### src/hdl/ihc_pkg.sv
// ihc_pkg: shared types and constants for the ipv4 receive header check
// used by the channel interfaces, the front, the result queue and the top level
package ihc_pkg;

	localparam int unsigned ADDR_W      = 32;
	localparam int unsigned CFG_IDX_W   = 1;
	localparam int unsigned IDX_W       = 6;
	localparam int unsigned QUEUE_DEPTH = 4;
	localparam int unsigned QPTR_W      = $clog2(QUEUE_DEPTH);
	localparam int unsigned QCNT_W      = $clog2(QUEUE_DEPTH + 1);

	localparam logic [CFG_IDX_W-1:0] REG_LOCAL_ADDR  = 1'd0;
	localparam logic [CFG_IDX_W-1:0] REG_SUBNET_MASK = 1'd1;

	localparam logic [3:0]  IP_VERSION   = 4'd4;
	localparam logic [5:0]  MIN_HDR_LEN  = 6'd20;
	localparam logic [15:0] MIN_TOT_LEN  = 16'd20;
	localparam logic [IDX_W-1:0] IDX_LAST_FIXED = 6'd19;
	localparam logic [15:0] SUM_GOOD     = 16'hFFFF;

	typedef enum logic [2:0] {
		V_WHOLE       = 3'd0,
		V_FRAGMENT    = 3'd1,
		V_BAD_VERSION = 3'd2,
		V_BAD_HLEN    = 3'd3,
		V_BAD_TLEN    = 3'd4,
		V_BAD_CSUM    = 3'd5,
		V_NOT_OURS    = 3'd6,
		V_TRUNCATED   = 3'd7
	} verdict_t;

	typedef struct packed {
		logic [7:0]  data_byte;
		logic        first_byte;
		logic        last_byte;
		logic [15:0] frame_length;
	} in_item_t;

	typedef struct packed {
		verdict_t    verdict;
		logic [7:0]  protocol_number;
		logic [31:0] source_address;
		logic [15:0] ident;
		logic [12:0] fragment_offset;
		logic        more_fragments;
		logic [15:0] datagram_length;
		logic [5:0]  header_bytes;
	} result_t;

	typedef struct packed {
		logic [ADDR_W-1:0] local_address;
		logic [ADDR_W-1:0] subnet_mask;
	} cfg_t;

	typedef struct packed {
		logic    valid;
		result_t item;
	} push_t;

endpackage

### src/hdl/ihc_if.sv
// ihc_in_if, ihc_out_if: valid/ready channels for frame bytes and results
// depends on ihc_pkg for the payload types
interface ihc_in_if;
	logic             valid;
	logic             ready;
	ihc_pkg::in_item_t item;

	modport source (output valid, output item, input ready);
	modport sink   (input valid, input item, output ready);
endinterface

interface ihc_out_if;
	logic            valid;
	logic            ready;
	ihc_pkg::result_t item;

	modport source (output valid, output item, input ready);
	modport sink   (input valid, input item, output ready);
endinterface

### src/hdl/ihc_front.sv
// ihc_front: per-byte header capture, ones-complement sum and verdict decision
// depends on ihc_pkg and ihc_in_if; pushes finished results to ihc_queue
module ihc_front (
	input  logic             clk,
	input  logic             arst_n,
	input  ihc_pkg::cfg_t    cfg,
	ihc_in_if.sink           in_ch,
	output ihc_pkg::push_t   push,
	input  logic             push_ready
);

	logic [ihc_pkg::IDX_W-1:0] idx_q;
	logic [5:0]  hl_q;
	logic [15:0] sum_q;
	logic [7:0]  hold_q;
	logic [3:0]  ver_q;
	logic [15:0] tlen_q;
	logic [15:0] ident_q;
	logic [15:0] flags_q;
	logic [7:0]  proto_q;
	logic [63:0] addr_q;
	logic [15:0] flen_q;
	logic        csum_q;
	logic        done_q;

	logic [ihc_pkg::IDX_W-1:0] b_idx, nx_idx;
	logic [5:0]  b_hl;
	logic [15:0] b_sum, nx_sum;
	logic [7:0]  b_hold, nx_hold;
	logic [3:0]  b_ver, nx_ver;
	logic [15:0] b_tlen, nx_tlen;
	logic [15:0] b_ident, nx_ident;
	logic [15:0] b_flags, nx_flags;
	logic [7:0]  b_proto, nx_proto;
	logic [63:0] b_addr, nx_addr;
	logic [15:0] b_flen;
	logic        b_csum, nx_csum;
	logic        b_done, nx_done;

	logic [7:0]  d;
	logic        accept;
	logic [16:0] s17;
	logic        have_v;
	ihc_pkg::verdict_t v;
	logic [31:0] dst;
	logic [31:0] host_part;
	logic        dst_match;
	logic        hdr_end;

	assign accept = in_ch.valid && in_ch.ready;
	assign in_ch.ready = push_ready;
	assign d = in_ch.item.data_byte;

	always_comb begin
		if (in_ch.item.first_byte) begin
			b_idx   = '0;
			b_hl    = {in_ch.item.data_byte[3:0], 2'b00};
			b_sum   = '0;
			b_hold  = '0;
			b_ver   = '0;
			b_tlen  = '0;
			b_ident = '0;
			b_flags = '0;
			b_proto = '0;
			b_addr  = '0;
			b_flen  = in_ch.item.frame_length;
			b_csum  = 1'b0;
			b_done  = 1'b0;
		end else begin
			b_idx   = idx_q;
			b_hl    = hl_q;
			b_sum   = sum_q;
			b_hold  = hold_q;
			b_ver   = ver_q;
			b_tlen  = tlen_q;
			b_ident = ident_q;
			b_flags = flags_q;
			b_proto = proto_q;
			b_addr  = addr_q;
			b_flen  = flen_q;
			b_csum  = csum_q;
			b_done  = done_q;
		end
	end

	// field capture by byte position
	always_comb begin
		nx_ver   = b_ver;
		nx_tlen  = b_tlen;
		nx_ident = b_ident;
		nx_flags = b_flags;
		nx_proto = b_proto;
		nx_addr  = b_addr;
		nx_csum  = b_csum;
		nx_hold  = b_hold;
		nx_sum   = b_sum;
		nx_idx   = b_idx;
		s17      = {1'b0, b_sum} + {1'b0, b_hold, d};
		if (!b_done) begin
			case (b_idx) inside
				6'd0: nx_ver = d[7:4];
				6'd2: nx_tlen[15:8] = d;
				6'd3: nx_tlen[7:0] = d;
				6'd4: nx_ident[15:8] = d;
				6'd5: nx_ident[7:0] = d;
				6'd6: nx_flags[15:8] = d;
				6'd7: nx_flags[7:0] = d;
				6'd9: nx_proto = d;
				6'd10, 6'd11: nx_csum = b_csum || (d != 8'd0);
				[6'd12:6'd19]: nx_addr = {b_addr[55:0], d};
				default: nx_addr = b_addr;
			endcase
			if (!b_idx[0]) begin
				nx_hold = d;
			end else begin
				nx_sum = s17[16] ? (s17[15:0] + 16'd1) : s17[15:0];
			end
			if (b_idx != {ihc_pkg::IDX_W{1'b1}}) begin
				nx_idx = b_idx + 1'b1;
			end
		end
	end

	assign dst       = nx_addr[31:0];
	assign host_part = ~cfg.subnet_mask;
	assign dst_match = (dst == 32'hFFFF_FFFF)
		|| (((dst & host_part) == host_part)
			&& ((dst & cfg.subnet_mask) == (cfg.local_address & cfg.subnet_mask)))
		|| (dst == cfg.local_address);
	assign hdr_end = (b_idx >= ihc_pkg::IDX_LAST_FIXED)
		&& (({1'b0, b_idx} + 7'd1) == {1'b0, b_hl});

	always_comb begin
		have_v = 1'b0;
		v      = ihc_pkg::V_TRUNCATED;
		if (!b_done) begin
			if (b_idx == ihc_pkg::IDX_LAST_FIXED) begin
				if (nx_ver != ihc_pkg::IP_VERSION) begin
					have_v = 1'b1;
					v      = ihc_pkg::V_BAD_VERSION;
				end else if (b_hl < ihc_pkg::MIN_HDR_LEN) begin
					have_v = 1'b1;
					v      = ihc_pkg::V_BAD_HLEN;
				end else if (nx_tlen < ihc_pkg::MIN_TOT_LEN || b_flen < nx_tlen) begin
					have_v = 1'b1;
					v      = ihc_pkg::V_BAD_TLEN;
				end
			end
			if (!have_v && hdr_end) begin
				have_v = 1'b1;
				if (nx_csum && nx_sum != ihc_pkg::SUM_GOOD) begin
					v = ihc_pkg::V_BAD_CSUM;
				end else if (!dst_match) begin
					v = ihc_pkg::V_NOT_OURS;
				end else if (nx_flags[12:0] != 13'd0 || nx_flags[13]) begin
					v = ihc_pkg::V_FRAGMENT;
				end else begin
					v = ihc_pkg::V_WHOLE;
				end
			end
			if (!have_v && in_ch.item.last_byte) begin
				have_v = 1'b1;
				v      = ihc_pkg::V_TRUNCATED;
			end
		end
	end

	assign nx_done = b_done || have_v;

	always_comb begin
		push.valid                = accept && have_v;
		push.item.verdict         = v;
		push.item.protocol_number = nx_proto;
		push.item.source_address  = nx_addr[63:32];
		push.item.ident           = nx_ident;
		push.item.fragment_offset = nx_flags[12:0];
		push.item.more_fragments  = nx_flags[13];
		push.item.datagram_length = nx_tlen;
		push.item.header_bytes    = b_hl;
	end

	always_ff @(posedge clk or negedge arst_n) begin
		if (!arst_n) begin
			idx_q   <= '0;
			hl_q    <= '0;
			sum_q   <= '0;
			hold_q  <= '0;
			ver_q   <= '0;
			tlen_q  <= '0;
			ident_q <= '0;
			flags_q <= '0;
			proto_q <= '0;
			addr_q  <= '0;
			flen_q  <= '0;
			csum_q  <= 1'b0;
			done_q  <= 1'b1;
		end else if (accept) begin
			idx_q   <= nx_idx;
			hl_q    <= b_hl;
			sum_q   <= nx_sum;
			hold_q  <= nx_hold;
			ver_q   <= nx_ver;
			tlen_q  <= nx_tlen;
			ident_q <= nx_ident;
			flags_q <= nx_flags;
			proto_q <= nx_proto;
			addr_q  <= nx_addr;
			flen_q  <= b_flen;
			csum_q  <= nx_csum;
			done_q  <= nx_done;
		end
	end

endmodule

### src/hdl/ihc_queue.sv
// ihc_queue: small result queue between the front and the output channel
// depends on ihc_pkg and ihc_out_if
module ihc_queue (
	input  logic           clk,
	input  logic           arst_n,
	input  ihc_pkg::push_t push,
	output logic           push_ready,
	ihc_out_if.source      out_ch
);

	ihc_pkg::result_t mem_q [ihc_pkg::QUEUE_DEPTH];
	logic [ihc_pkg::QPTR_W-1:0] wr_ptr_q;
	logic [ihc_pkg::QPTR_W-1:0] rd_ptr_q;
	logic [ihc_pkg::QCNT_W-1:0] count_q;
	logic do_push;
	logic do_pop;

	assign push_ready   = (count_q != ihc_pkg::QCNT_W'(ihc_pkg::QUEUE_DEPTH));
	assign do_push      = push.valid && push_ready;
	assign out_ch.valid = (count_q != '0);
	assign out_ch.item  = mem_q[rd_ptr_q];
	assign do_pop       = out_ch.valid && out_ch.ready;

	always_ff @(posedge clk) begin
		if (do_push) begin
			mem_q[wr_ptr_q] <= push.item;
		end
	end

	always_ff @(posedge clk or negedge arst_n) begin
		if (!arst_n) begin
			wr_ptr_q <= '0;
			rd_ptr_q <= '0;
			count_q  <= '0;
		end else begin
			if (do_push) begin
				wr_ptr_q <= wr_ptr_q + 1'b1;
			end
			if (do_pop) begin
				rd_ptr_q <= rd_ptr_q + 1'b1;
			end
			case ({do_push, do_pop})
				2'b10:   count_q <= count_q + 1'b1;
				2'b01:   count_q <= count_q - 1'b1;
				default: count_q <= count_q;
			endcase
		end
	end

endmodule

### src/hdl/ipv4_rx_header_check.sv
// Receive-side IPv4 header check. Frame bytes arrive one per request in wire order and
// one byte is taken every clock cycle; a frame's verdict (with the captured header
// fields) enters a four-entry result queue at the edge that takes the deciding byte
// and is offered on the output channel next cycle if first in line. Input is held off
// only while that queue is full, so a slow consumer stalls the byte stream after four
// pending results. Configuration writes take effect at the edge after the write.
// depends on ihc_pkg, ihc_if, ihc_front and ihc_queue
module ipv4_rx_header_check (
	input  logic                             clk,
	input  logic                             arst_n,
	input  logic                             cfg_we,
	input  logic [ihc_pkg::CFG_IDX_W-1:0]    cfg_index,
	input  logic [ihc_pkg::ADDR_W-1:0]       cfg_data,
	ihc_in_if.sink                           in_ch,
	ihc_out_if.source                        out_ch
);

	ihc_pkg::cfg_t  cfg_q;
	ihc_pkg::push_t push;
	logic           push_ready;

	always_ff @(posedge clk or negedge arst_n) begin
		if (!arst_n) begin
			cfg_q.local_address <= '0;
			cfg_q.subnet_mask   <= '1;
		end else if (cfg_we) begin
			case (cfg_index)
				ihc_pkg::REG_LOCAL_ADDR:  cfg_q.local_address <= cfg_data;
				ihc_pkg::REG_SUBNET_MASK: cfg_q.subnet_mask   <= cfg_data;
				default:                  cfg_q <= cfg_q;
			endcase
		end
	end

	ihc_front u_front (
		.clk        (clk),
		.arst_n     (arst_n),
		.cfg        (cfg_q),
		.in_ch      (in_ch),
		.push       (push),
		.push_ready (push_ready)
	);

	ihc_queue u_queue (
		.clk        (clk),
		.arst_n     (arst_n),
		.push       (push),
		.push_ready (push_ready),
		.out_ch     (out_ch)
	);

endmodule

### src/flat_wrapper.sv
// flat-port wrapper written by rule: the top's interface ports become plain ports
module ipv4_rx_header_check_flat 
  (clk, arst_n, cfg_we, cfg_index, cfg_data, in_ch_valid, in_ch_item, in_ch_ready, out_ch_valid, out_ch_item, out_ch_ready);
  ihc_in_if in_ch_i ();
  ihc_out_if out_ch_i ();
  input  logic clk;
  input  logic arst_n;
  input  logic cfg_we;
  input  logic [ihc_pkg::CFG_IDX_W-1:0] cfg_index;
  input  logic [ihc_pkg::ADDR_W-1:0] cfg_data;
  input wire logic [$bits(in_ch_i.valid)-1:0] in_ch_valid;
  input wire logic [$bits(in_ch_i.item)-1:0] in_ch_item;
  output wire logic [$bits(in_ch_i.ready)-1:0] in_ch_ready;
  output wire logic [$bits(out_ch_i.valid)-1:0] out_ch_valid;
  output wire logic [$bits(out_ch_i.item)-1:0] out_ch_item;
  input wire logic [$bits(out_ch_i.ready)-1:0] out_ch_ready;
  assign in_ch_i.valid = in_ch_valid;
  assign in_ch_i.item = in_ch_item;
  assign in_ch_ready = in_ch_i.ready;
  assign out_ch_valid = out_ch_i.valid;
  assign out_ch_item = out_ch_i.item;
  assign out_ch_i.ready = out_ch_ready;
  ipv4_rx_header_check u_core (.clk(clk), .arst_n(arst_n), .cfg_we(cfg_we), .cfg_index(cfg_index), .cfg_data(cfg_data), .in_ch(in_ch_i), .out_ch(out_ch_i));
endmodule
### config.mk
export PLATFORM = sky130hd
export DESIGN_NAME = ipv4_rx_header_check_flat
export DESIGN_NICKNAME = d
export VERILOG_FILES = /design/src/hdl/ihc_pkg.sv /design/src/hdl/ihc_if.sv /design/src/hdl/ihc_front.sv /design/src/hdl/ihc_queue.sv /design/src/hdl/ipv4_rx_header_check.sv /design/src/flat_wrapper.sv
export SDC_FILE = /design/constraint.sdc
export NUM_CORES = 1
export LEC_CHECK = 0
export ABC_CLOCK_PERIOD_IN_PS = 7110
export BUFFER_PORTS_ARGS = -buffer_cell sky130_fd_sc_hd__buf_4
export CORE_ASPECT_RATIO = 1.2
export CORE_MARGIN = 1.5
export CORE_UTILIZATION = 61
export CTS_CLUSTER_DIAMETER = 60
export DETAILED_ROUTE_END_ITERATION = 8
export GPL_ROUTABILITY_DRIVEN = 0
export GPL_TIMING_DRIVEN = 0
export HOLD_SLACK_MARGIN = 0.05
export PLACE_DENSITY = 0.86
export SYNTH_ARGS = -nofsm -noshare
export SYNTH_HDL_FRONTEND = slang
export SYNTH_SLANG_ARGS = --single-unit
### constraint.sdc
create_clock -name clk -period 7.11 [get_ports clk]
set_input_delay 0.3555 -clock clk [delete_from_list [all_inputs] [get_ports clk]]
set_output_delay 0.3555 -clock clk [all_outputs]
set_load 0.005 [all_outputs]
==> flow_metrics.env <==
export IMPL_status="finished clean"
export IMPL_dr_first_iter_drc_count=2895
export IMPL_layout_commonest_cell="nand2_1"
export IMPL_r2r_end="u_core.u_queue.mem_q[3][63]$_DFFE_PP_"
export IMPL_grt_use_met2_pct=56.1
export IMPL_start_util_pct=61.6
export IMPL_multi_input_area_sq_mm=0.0106
export IMPL_power_density_mw_per_mm2=343
export IMPL_r2r_cells=16
export IMPL_ys_types=87
export IMPL_hold_ws_ps=108
export IMPL_synth_xor_area_share_pct=2.15
export IMPL_p_leak_nw=12.9
export IMPL_synth_top_family_by_area="multiplexers"
export IMPL_ir_worst_vdd_mv=0.256
export IMPL_gr_usage_met3_pct=6.93
export IMPL_antenna_found_initial=3
export IMPL_route_detailed_drc=0
export IMPL_syn_num_nets=2387
export IMPL_clkSlewWorstSetupHoldPaths_ps=60
export IMPL_hold_viol_final=0
export IMPL_syn_avg_cell_area_sq_um=12.6
export IMPL_async_flop_share_pct=39.4
export IMPL_die_y_um=241
export IMPL_clockBufferDepth=3
export IMPL_place_ws_ps=-1940
export IMPL_synthSimpleGateAreaFrac_pct=11.7
export IMPL_setup_slack_ps=502
export IMPL_ant_nets=0
export IMPL_min_from="in_ch_item[3]"
export IMPL_grt_total_usage_pct=32.8
export IMPL_cts_buffers=58
export IMPL_cts_sinks=627
export IMPL_tritoncts="done"
export IMPL_root_buffer="clkbuf_16"
export IMPL_vias=21100
export IMPL_synthMuxAreaShare_pct=12.3
export IMPL_arrival_ps=6920
export IMPL_synthDominantCellAreaShare_pct=39.5
export IMPL_hold_path_end="u_core.u_front.flen_q[3]$_DFFE_PN0P_"
export IMPL_top_usage_layer="met2"
export IMPL_ys_seq_area_share_pct=61.0
export IMPL_wl_per_cell_um=24.7
export IMPL_met1_usage_pct=39.3
export IMPL_tightest_slew_ps=1060
export IMPL_power_mw=11.5
export IMPL_path_class="in -> reg"
export IMPL_n_fill_cell=2851
export IMPL_path_max_fanout=51
export IMPL_fin_skew_ps=42.2
export IMPL_fin_util_pct=71.1
export IMPL_dp_cells=3072
export IMPL_synth_edff_count=380
export IMPL_rsz0062_at_grt="false"
export IMPL_routed_wl_um=79300
export IMPL_syn_inst=2284
export IMPL_stdcell_area_sq_mm=0.0334
export IMPL_area_growth_synth_to_final_pct=15.5
export IMPL_synth_seq_cells=627
export IMPL_end_kind="register"
export IMPL_overflow=0
export IMPL_insertion_delay_ps=660
export IMPL_final_cells=3215
export IMPL_final_seq_area_sq_mm=0.0176
export IMPL_grt_pass1_vias=21500
export IMPL_synth_top_area_cell="edfxtp_1"
export IMPL_drt_pass1_iter_count=7
export IMPL_synth_area_leaders="edfxtp_1 (40%), dfrtp_1 (19%), mux4_2 (7.4%)"
export IMPL_ys_flop_type="edfxtp_1"
export IMPL_grt_max_degree=103
export IMPL_dp_final_hpwl_um=53600
export IMPL_cts_max_level=2
export IMPL_critPathLaunchType="input port"
export IMPL_syn_cell_area_sq_mm=0.0289
export IMPL_finalCriticalPeriod_ps=6610
export IMPL_nets=2644
export IMPL_core_region_area_sq_mm=0.0469
export IMPL_grt_pass1_wl_um=121000
export IMPL_synth_adder_area_share_pct=1.74
export IMPL_max_slew_margin_pct=29.4
export IMPL_num_rows=87
export IMPL_hold_path_depth=3
export IMPL_fmax_mhz=151
export IMPL_viasPerCell=6.57
export IMPL_port_buffers=159
export IMPL_synth_compound_area_share_pct=8.52
export IMPL_regToRegStartpoint="u_core.u_front.done_q$_DFFE_PN1P_"
export IMPL_die_w_um=202
export IMPL_place_area_sq_mm=0.0311
export IMPL_drv_cap=0
export IMPL_crit_required_ps=7430
export IMPL_setup_tns_ps=0
export IMPL_setup_viol=0
export IMPL_slew_violations=0
export IMPL_hp_class="in -> reg"
export IMPL_drive_gt1_share_pct=21.1
export IMPL_min_period_over_period_pct=92.9
export IMPL_layout_common_cells="nand2_1 (438), edfxtp_1 (380), dfrtp_1 (214)"
export IMPL_dieArea_sq_mm=0.0487
export IMPL_synth_warnings=0
export IMPL_r2r_slack_ps=950
export IMPL_io_pins=161
## kinds of logic after synthesis
group	Yosys count
muxes	222
AOI/OAI and AO/OA	385
and+or+nand+nor	755
DFF	627
buffers and inverters	185
xor gates and xnor gates	71
adders and majority gates	39
## flip-flops by register name (all words and copies together), names as in the netlist
register / flops
u_core.u_front.idx_q: 6
u_core.u_front.hl_q: 6
u_core.u_front.flags_q: 14
u_core.u_queue.mem_q: 380
u_core.u_front.csum_q: 1
u_core.u_front.done_q: 1
u_core.u_front.tlen_q: 16
u_core.u_front.sum_q: 16
u_core.u_front.ver_q: 4
u_core.u_queue.wr_ptr_q: 2
u_core.u_front.hold_q: 8
u_core.u_front.addr_q: 64
u_core.u_front.proto_q: 8
u_core.cfg_q: 64
u_core.u_queue.rd_ptr_q: 2
u_core.u_queue.count_q: 3
u_core.u_front.ident_q: 16
u_core.u_front.flen_q: 16
## synthesized netlist by cell type (all sizes together), types with 21 or more instances
master,n
a21oi,99
a31oi,23
and3,22
buf,43
clkbuf,89
dfrtp,214
dfstp,33
edfxtp,380
ha,37
inv,53
mux2,120
mux4,95
nand2,438
nand3,28
nand4,21
nor2,97
nor2b,49
nor3,29
o21ai,128
xnor2,43
xor2,28
## per-layer routing
| metal | vias to the layer above | share of wire (%) |
|---|---|---|
| met3 | 390 | 9.5 |
| li1 | 8906 | - |
| met4 | 6 | 5.9 |
| met5 | - | 0.057 |
| met1 | 10400 | 35 |
| met2 | 1459 | 50 |
## power by group
part	internal, mW	switching [mW]	total, mW	leakage, nW
combinational	1.58	1.99	3.57	5.22
sequential	4.37	0.291	4.66	6.72
clock	1.79	1.43	3.22	0.974
## final cells by class
cell class                      count  area share (%)
Clock buffer                       70            4.74
Inverter                           53           0.596
Sequential cell                   627            52.8
Clock inverter                     40            1.15
Buffer                            130            1.56
Tap cell                          623            2.34
Multi-Input combinational cell   1472            31.7
Timing Repair Buffer              199            5.11
Antenna cell                        1         0.00750
## worst max-delay path, stage by stage
cell and delay, ps:
clkbuf_1 190, inv_1 340, clkbuf_1 450, clkbuf_1 550, clkbuf_1 570, buf_1 640, a31oi_1 390, ha_1 410
o211ai_1 230, nor2_1 110, o31ai_1 130, a311oi_1 150, o31ai_1 610, a21oi_1 260, nand3b_1 310, and3_4 780
buf_16 320
## repair_timing
item                                    CTS  global route
hold buffers                             34             0
buffers inserted                          0             0
endpoints found under the setup margin   14            12
hold endpoints to repair                116             0
resized for setup                         4             3
## worst max path at each step
stage                   startpoint                                    end  slack, ps  depth (start not counted)
finish              in_ch_item[17]  u_core.u_queue.mem_q[3][63]$_DFFE_PP_        500                         17
global route        in_ch_item[17]   u_core.u_queue.mem_q[2][7]$_DFFE_PP_        170                         17
CTS                 in_ch_item[17]  u_core.u_queue.mem_q[1][93]$_DFFE_PP_        140                         20
detailed placement  in_ch_item[17]  u_core.u_queue.mem_q[0][93]$_DFFE_PP_      -1940                         21
global placement    in_ch_item[17]  u_core.u_queue.mem_q[0][11]$_DFFE_PP_      -2800                         15
floorplan           in_ch_item[17]   u_core.u_queue.mem_q[0][0]$_DFFE_PP_        700                         16
Note: power is estimated with default switching activity, not from simulation.
